--- src/sv/dkf_pkg.sv ---
`timescale 1ns / 1ps

package dkf_pkg;

    localparam int SEG_COUNT = 3;
    localparam logic [7:0] SEPARATOR = 8'd46;
    localparam logic [7:0] NUL_BYTE = 8'd0;
    localparam logic [8:0] MOD_FLETCHER = 9'd255;
    localparam logic [1:0] SEG_PAST = 2'd3;
    localparam logic [15:0] SUM_ZERO = 16'h0000;

    typedef struct packed {
        logic [7:0] key_byte;
        logic       is_final;
    } dkf_item_t;

    typedef struct packed {
        logic [15:0] first_sum;
        logic [15:0] second_sum;
        logic [15:0] third_sum;
    } dkf_result_t;

    // a is always below 255, so one conditional subtract is enough
    function automatic logic [7:0] mod255_add(input logic [7:0] a, input logic [7:0] b);
        logic [8:0] sum;
        logic [8:0] red;
        begin
            sum = {1'b0, a} + {1'b0, b};
            red = (sum >= MOD_FLETCHER) ? (sum - MOD_FLETCHER) : sum;
            mod255_add = red[7:0];
        end
    endfunction

endpackage

--- src/sv/dkf_in_stage.sv ---
`timescale 1ns / 1ps

module dkf_in_stage
    import dkf_pkg::*;
(
    input  logic      aclk,
    input  logic      aresetn,
    input  logic      s_valid,
    output logic      s_ready,
    input  logic [7:0] s_key_byte,
    input  logic      s_is_final,
    input  logic      advance,
    output logic      item_valid,
    output dkf_item_t item
);

    logic      valid_reg;
    logic      valid_next;
    dkf_item_t item_reg;

    assign s_ready    = !valid_reg || advance;
    assign item_valid = valid_reg;
    assign item       = item_reg;

    always_comb begin
        valid_next = valid_reg;
        if (s_valid && s_ready) begin
            valid_next = 1'b1;
        end else if (advance) begin
            valid_next = 1'b0;
        end
    end

    always_ff @(posedge aclk) begin
        if (!aresetn) begin
            valid_reg <= 1'b0;
        end else begin
            valid_reg <= valid_next;
        end
    end

    always_ff @(posedge aclk) begin
        if (s_valid && s_ready) begin
            item_reg.key_byte <= s_key_byte;
            item_reg.is_final <= s_is_final;
        end
    end

endmodule

--- src/sv/dkf_seg_accum.sv ---
`timescale 1ns / 1ps

module dkf_seg_accum
    import dkf_pkg::*;
(
    input  logic        aclk,
    input  logic        aresetn,
    input  logic        advance,
    input  dkf_item_t   item,
    output dkf_result_t result
);

    logic [7:0] low_reg  [SEG_COUNT];
    logic [7:0] high_reg [SEG_COUNT];
    logic [7:0] low_next [SEG_COUNT];
    logic [7:0] high_next[SEG_COUNT];
    logic [1:0] seg_idx_reg;
    logic [1:0] seg_idx_next;
    logic       frozen_reg;
    logic       frozen_next;
    logic [7:0] s1;

    always_comb begin
        for (int k = 0; k < SEG_COUNT; k++) begin
            low_next[k]  = low_reg[k];
            high_next[k] = high_reg[k];
        end
        seg_idx_next = seg_idx_reg;
        frozen_next  = frozen_reg;
        s1           = 8'd0;

        if (advance && (seg_idx_reg != SEG_PAST)) begin
            if (item.key_byte == SEPARATOR) begin
                seg_idx_next = seg_idx_reg + 2'd1;
                frozen_next  = 1'b0;
            end else if (!frozen_reg) begin
                if (item.key_byte == NUL_BYTE) begin
                    frozen_next = 1'b1;
                end else begin
                    for (int k = 0; k < SEG_COUNT; k++) begin
                        if (seg_idx_reg == 2'(k)) begin
                            s1           = mod255_add(low_reg[k], item.key_byte);
                            low_next[k]  = s1;
                            high_next[k] = mod255_add(high_reg[k], s1);
                        end
                    end
                end
            end
        end

        // checksums include the final byte itself
        result.first_sum  = {high_next[0], low_next[0]};
        result.second_sum = {high_next[1], low_next[1]};
        result.third_sum  = {high_next[2], low_next[2]};

        if (advance && item.is_final) begin
            for (int k = 0; k < SEG_COUNT; k++) begin
                low_next[k]  = 8'd0;
                high_next[k] = 8'd0;
            end
            seg_idx_next = 2'd0;
            frozen_next  = 1'b0;
        end
    end

    always_ff @(posedge aclk) begin
        if (!aresetn) begin
            for (int k = 0; k < SEG_COUNT; k++) begin
                low_reg[k]  <= 8'd0;
                high_reg[k] <= 8'd0;
            end
            seg_idx_reg <= 2'd0;
            frozen_reg  <= 1'b0;
        end else begin
            for (int k = 0; k < SEG_COUNT; k++) begin
                low_reg[k]  <= low_next[k];
                high_reg[k] <= high_next[k];
            end
            seg_idx_reg <= seg_idx_next;
            frozen_reg  <= frozen_next;
        end
    end

endmodule

--- src/sv/dkf_out_reg.sv ---
`timescale 1ns / 1ps

module dkf_out_reg
    import dkf_pkg::*;
(
    input  logic        aclk,
    input  logic        aresetn,
    input  logic        load,
    input  dkf_result_t result,
    output logic        load_ok,
    output logic        m_valid,
    input  logic        m_ready,
    output logic [15:0] m_first_sum,
    output logic [15:0] m_second_sum,
    output logic [15:0] m_third_sum
);

    logic        valid_reg;
    logic        valid_next;
    dkf_result_t result_reg;

    assign load_ok      = !valid_reg || m_ready;
    assign m_valid      = valid_reg;
    assign m_first_sum  = result_reg.first_sum;
    assign m_second_sum = result_reg.second_sum;
    assign m_third_sum  = result_reg.third_sum;

    always_comb begin
        valid_next = valid_reg;
        if (load) begin
            valid_next = 1'b1;
        end else if (m_ready) begin
            valid_next = 1'b0;
        end
    end

    always_ff @(posedge aclk) begin
        if (!aresetn) begin
            valid_reg <= 1'b0;
        end else begin
            valid_reg <= valid_next;
        end
    end

    always_ff @(posedge aclk) begin
        if (load) begin
            result_reg <= result;
        end
    end

endmodule

--- src/sv/dotted_key_fletcher16_hasher_unit.sv ---
`timescale 1ns / 1ps

// Dotted-key Fletcher-16 hasher.
// Input channel (s_valid / s_ready): one key byte per request, s_is_final
// marks the last byte of a key. A '.' separates segments; up to three
// segments each get a Fletcher-16 checksum (sum2 in the high byte, sum1 low).
// Result channel (m_valid / m_ready): one request per key carrying the three
// checksums; absent or empty segments read as zero.
// The final byte is registered in the input register at its accept edge;
// its result is loaded into the output register once load_ok allows it.
// Throughput: one byte per cycle while s_ready is high, set by the mod-255
// updates of sum1 and sum2 between the input register and the sum registers.
// When the receiver stalls, the result is held in the output register while
// non-final bytes keep flowing; a second final byte waits in the input
// register, and s_ready drops only once both registers are full.
// Reset (aresetn low, synchronous) empties both registers and clears all
// running sums and the segment position.

module dotted_key_fletcher16_hasher_unit
    import dkf_pkg::*;
(
    input  logic        aclk,
    input  logic        aresetn,
    input  logic        s_valid,
    output logic        s_ready,
    input  logic [7:0]  s_key_byte,
    input  logic        s_is_final,
    output logic        m_valid,
    input  logic        m_ready,
    output logic [15:0] m_first_sum,
    output logic [15:0] m_second_sum,
    output logic [15:0] m_third_sum
);

    logic        item_valid;
    dkf_item_t   item;
    logic        advance;
    logic        load_ok;
    dkf_result_t result;

    // non-final bytes never need the output register
    assign advance = item_valid && (!item.is_final || load_ok);

    dkf_in_stage u_in_stage (
        .aclk       (aclk),
        .aresetn    (aresetn),
        .s_valid    (s_valid),
        .s_ready    (s_ready),
        .s_key_byte (s_key_byte),
        .s_is_final (s_is_final),
        .advance    (advance),
        .item_valid (item_valid),
        .item       (item)
    );

    dkf_seg_accum u_seg_accum (
        .aclk    (aclk),
        .aresetn (aresetn),
        .advance (advance),
        .item    (item),
        .result  (result)
    );

    dkf_out_reg u_out_reg (
        .aclk         (aclk),
        .aresetn      (aresetn),
        .load         (advance && item.is_final),
        .result       (result),
        .load_ok      (load_ok),
        .m_valid      (m_valid),
        .m_ready      (m_ready),
        .m_first_sum  (m_first_sum),
        .m_second_sum (m_second_sum),
        .m_third_sum  (m_third_sum)
    );

endmodule
--- config.mk ---
export PLATFORM = sky130hd
export DESIGN_NAME = dotted_key_fletcher16_hasher_unit
export DESIGN_NICKNAME = d
export VERILOG_FILES = /design/src/sv/dkf_pkg.sv /design/src/sv/dkf_in_stage.sv /design/src/sv/dkf_seg_accum.sv /design/src/sv/dkf_out_reg.sv /design/src/sv/dotted_key_fletcher16_hasher_unit.sv
export SDC_FILE = /design/constraint.sdc
export NUM_CORES = 1
export LEC_CHECK = 0
export BUFFER_PORTS_ARGS = -buffer_cell sky130_fd_sc_hd__buf_4
export CAP_MARGIN = 40
export CELL_PAD_IN_SITES_DETAIL_PLACEMENT = 1
export CELL_PAD_IN_SITES_GLOBAL_PLACEMENT = 2
export CORE_MARGIN = 2
export CORE_UTILIZATION = 39
export DETAILED_ROUTE_END_ITERATION = 8
export PLACE_DENSITY_LB_ADDON = 0.1
export SLEW_MARGIN = 20
export SYNTH_ARGS = -nofsm -noshare
export SYNTH_HDL_FRONTEND = slang
export SYNTH_HIERARCHICAL = 1
export SYNTH_SLANG_ARGS = --single-unit
--- constraint.sdc ---
create_clock -name aclk -period 7 [get_ports aclk]
set_clock_uncertainty 0.2 [all_clocks]
set_input_delay 0.7 -clock aclk [delete_from_list [all_inputs] [get_ports aclk]]
set_output_delay 0.7 -clock aclk [all_outputs]
set_load 0.01 [all_outputs]
Word level (Yosys, flattened, before mapping). Memories as Yosys holds them, arrays and structs flattened. Cells that the tools add are included.

Bits in registers: 62. RAM bits: 48. Input port bits: 13. Output and inout bits: 50. Word-level logic and storage cells: 94. Memories: 2.

Add/subtract/negate cells: 13. Order comparisons: 6. Equality and inequality tests: 4. Muxes and demuxes: 37. Bitwise gates (word level): 7. Reduce and logical (&&, ||, !) cells: 16.

Memories: u_seg_accum.high_reg (depth 3, bits a word 8, rd ports 3, clocked after Yosys merged registers in 0, write ports 3, RTL line dkf_seg_accum.sv:14) `logic [7:0] high_reg [SEG_COUNT];`; u_seg_accum.low_reg (depth 3, bits a word 8, rd ports 3, clocked after Yosys merged registers in 0, write ports 3, RTL line dkf_seg_accum.sv:13) `logic [7:0] low_reg [SEG_COUNT];`.

Operator list (number): 24-bit two-way mux (10); 8-bit two-way mux (18); 8-bit by 8-bit adder with 9-bit output (6); 9-bit by 8-bit >= comparator with 1-bit output (second input constant) (6); 8-bit subtractor (second input constant) (6); 1-bit two-way mux (9); 8-bit by 6-bit == test with 1-bit output (second input constant) (1); 8-bit zero test (1); 1-bit bitwise OR (6); 1-bit logical AND (4); 2-bit nonzero test (2); 1-bit zero test (3); 1-bit logical OR (3); 2-bit by 1-bit adder with 2-bit output (second input constant) (1); 2-bit by 1-bit == test with 1-bit output (second input constant) (1); 2-bit == test (second input constant) (1); 2-bit zero test (1); 2-bit != test (second input constant) (1); 2-bit AND reduction (1); 2-bit OR reduction (1); 1-bit NOT (1).

Logic depth before layout (Yosys ltp). An unclocked memory read counts as a cell.

Depth in word-level cells: 14. Gate-level depth with buffers: 19.

Hierarchy. Netlist, hierarchy kept.

Modules (own cells, without submodules): dkf_seg_accum (times used 1, cells an instance 807, area an instance 6158.4 um^2, sequential area each 1021.0 um^2); dkf_out_reg (times used 1, cells an instance 52, area an instance 1490.2 um^2, sequential area each 1461.4 um^2); dkf_in_stage (times used 1, cells an instance 14, area an instance 327.8 um^2, sequential area each 290.3 um^2); dotted_key_fletcher16_hasher_unit (times used 1, cells an instance 3, area an instance 18.8 um^2, sequential area each 0.0 um^2).

Worst setup path after synthesis. No wires, ideal clock.

Path kind: register -> register. Start: reg u_in_stage.item_reg, in the netlist u_in_stage/item[1]. End: reg u_out_reg.result_reg, in the netlist u_out_reg/m_third_sum[14] (data pin). Arrival: 4950 ps. Slack: 1595 ps. Stages on the path, launching flop included: 18. Path buffers: 0. Period minus slack after synthesis: 5405 ps. Cell sequence: edfxtp_1 ha_1 fa_1 a21o_1 a221oi_1 xor2_1 or2_2 o41ai_4 mux2i_1 inv_1 ha_1 a21o_1 a21oi_1 mux2i_1 nor3_1 o2111ai_1 a221o_1 o21a_1.

RTL lines: start: declaration (RTL line dkf_in_stage.sv:19) `dkf_item_t item_reg;`; end signal: assignment (RTL line dkf_out_reg.sv:47) `result_reg <= result;`; end: declaration (RTL line dkf_out_reg.sv:20) `dkf_result_t result_reg;`.

==> metrics.txt <==
worst hold path class reg -> reg; hold_buf cts 0; max incr delay on CP 0.65 ns; total track usage 0.2176; Worst Path Arrival 6.09 ns; critical-path cell list ha_1, fa_1, a21o_1, a221oi_1, xor2_1, or2_2, o41ai_4, mux2i_1, inv_1, ha_1, a21o_1, a21oi_1, mux2i_1, nor3_1, nand4_1, nor4_1, nor3_1; clk buf depth 2; largest net degree at the start of global routing 50; CP max FO 8; Root Buffer clkbuf_16; CTS buffer count 9; Core Box Area 20170 um2; vias in the first global route 7422; setup TNS 0 ns; Die X-Extent 147.2 um; Synth Net Count 958; I/O Pins 63; Tot Pwr 0.001795 W; antenna violations before repair 0; CTS resizes 0; Critical Path RT 6.90 ns; reg-to-reg startpoint u_in_stage/item[1]; TritonRoute pass-1 iters 5; clock sink count 110; vias post-DR 7074; Seq/Total Area, Yosys 0.3468; WS Path Type reg -> reg; Cells after Synth 876; final WL 23360 um; crit path launch u_in_stage/item[1]; Hold Vio Cnt, Final 0; Final Max Slew Viols 0; Primary FF master, synth edfxtp_1; Skew-Pair Late Insertion Delay 0.36 ns; Startpoint Class flop; htree depth 3; drt drc 0; fin crit share 0.8844; Mean Syn Cell Area 9.127 um2; ys async rst share 0; Syn Std Cell Area 7995 um2; DR vias/cell 5.871; Synth cell types 76; GRT overflow 0; TritonCTS clock tree done; Die Span Y 147.2 um; maximum clock frequency 161.5 MHz; Warnings, synthesis 6; Crit. End Element flop; Final Wtd Congestion 0.9044; Tmin final 6.191 ns; Worst-Margin Slew 0.8228 ns; MaxCap Viol Count 0; slowest stage cell on the critical path nor3_1; Worst-path clk slew 0.07 ns; number of flops mapped to enable cells by yosys 57; hold_sp u_seg_accum/high_reg[0][8]; Power Dens Cells 198.1 nW/um2; Initial Utilization 0.3964; unrepaired setup endpoints after global routing false; slew margin rel. 0.4473; Setup violations, final 0; Die ar. 21660 um2; num rows 52; n_diodes 0; share of layout cells above drive strength 1 0.1219; VDD IR max 0.09994 mV; crit path buf inv count 1; flops & latches, synth 110; status completed; global-route wire length before repair 37900 um; nets 1012; Setup Fix Bufs, Post-CTS 0; Pleak 3.768 nW; Layout area overhead 13.36%; HPWL Detailed 17820 um; delay-heaviest family, CP simple AND/OR/NAND/NOR gates; routed len/inst 19.38 um; Final ANT Viol Nets 0; number of port buffers 62; First DRT Iteration DRCs 271
[logic make-up (layout without fill, tap and decap cells)]
group           Yosys count  count (layout)  synth area share
compound gates          252             252            0.2236
xor+xnor                 50              50           0.05477
fa+ha+maj                69              69            0.1136
buf+inv                  59             118           0.02786
flops                   110             110            0.3468
mux                      24              24           0.03083
simple gates            312             312            0.2025
[synth_stat cells (13+ instances only)]
cell	n	area [um2]
a211oi_1	29	217.7
a21o_1	17	127.6
a21oi_1	64	320.3
and2_1	26	162.7
and3_1	20	125.1
clkbuf_1	25	93.84
dfxtp_1	53	1061
edfxtp_1	57	1712
ha_1	63	788.3
inv_1	31	116.4
mux2i_1	19	190.2
nand2_1	48	180.2
nand3_1	23	115.1
nand4_1	14	87.58
nor2_1	81	304.0
nor3_1	31	155.2
o21a_1	13	97.59
o21ai_0	37	185.2
or3_1	13	81.33
xnor2_1	27	236.5
xor2_1	23	201.4
[placed cells by master, fill, tap and decap left out, types with 26 or more instances in the layout]
| cell | count |
|---|---|
| nor2_1 | 81 |
| buf_4 | 67 |
| a21oi_1 | 64 |
| ha_1 | 63 |
| edfxtp_1 | 57 |
| dfxtp_1 | 53 |
| nand2_1 | 48 |
| o21ai_0 | 37 |
| inv_1 | 31 |
| nor3_1 | 31 |
| a211oi_1 | 29 |
| xnor2_1 | 27 |
| and2_1 | 26 |
[metrics by stage]
stage | setup slack, ns | cell area, um2 | hold WS (ns) | util | cells
after floorplan | 1.595 | 7995 | 0.2584 | - | 876
after global placement | 1.048 | 8730 | 0.2787 | 0.4328 | 1185
after detailed placement | 0.8846 | 8745 | 0.2925 | 0.4336 | 1186
after CTS | 0.8350 | 9037 | 0.3026 | 0.4481 | 1202
after global routing | 0.3418 | 9064 | 0.3072 | 0.4494 | 1205
final | 0.8089 | 9064 | 0.3044 | 0.4494 | 1205
[metal layers]
layer / track usage / share of wire / vias to the layer above
met5: 0 / 0 / -
met4: 0.08462 / 0.028 / 0
met3: 0.02640 / 0.026 / 44
met2: 0.3914 / 0.50 / 122
met1: 0.2652 / 0.45 / 3489
li1: - / - / 3419
[layout make-up]
cell class / count / area, um2
fillers: 2347 / 11110
multi-input cells: 707 / 5000
flip-flops and latches: 110 / 2773
repair buffers: 71 / 544.3
well taps: 270 / 337.8
clock buffers: 12 / 246.5
inverters: 31 / 116.4
clock inverters: 4 / 46.29
[final timing paths]
path | end | slack, ns | cells past startpoint
setup / recovery | u_out_reg/m_third_sum[9] | 0.81 | 17
hold / removal | u_seg_accum/high_reg[0][8] | 0.30 | 2
setup reg to reg | u_out_reg/m_third_sum[9] | 0.81 | 17
hold reg to reg | u_seg_accum/high_reg[0][8] | 0.30 | 2
[worst reg2reg max path: cells and delay by family, from the launching register on]
family / cells / cell delay [ns]
compound gates: 5 / 1.49
buf+inv: 1 / 0.10
simple gates: 5 / 1.82
flops: 1 / 0.46
xor+xnor: 1 / 0.22
mux: 2 / 0.65
fa+ha+maj: 3 / 1.00
[power by group]
group          leakage (nW)  switching, W  internal (W)
Clock                 0.140      0.000248      0.000287
Sequential            0.950     0.0000219      0.000711
Combinational          2.68      0.000328      0.000201
Total                  3.77      0.000597       0.00120
Note: power is estimated with default switching activity, not from simulation.
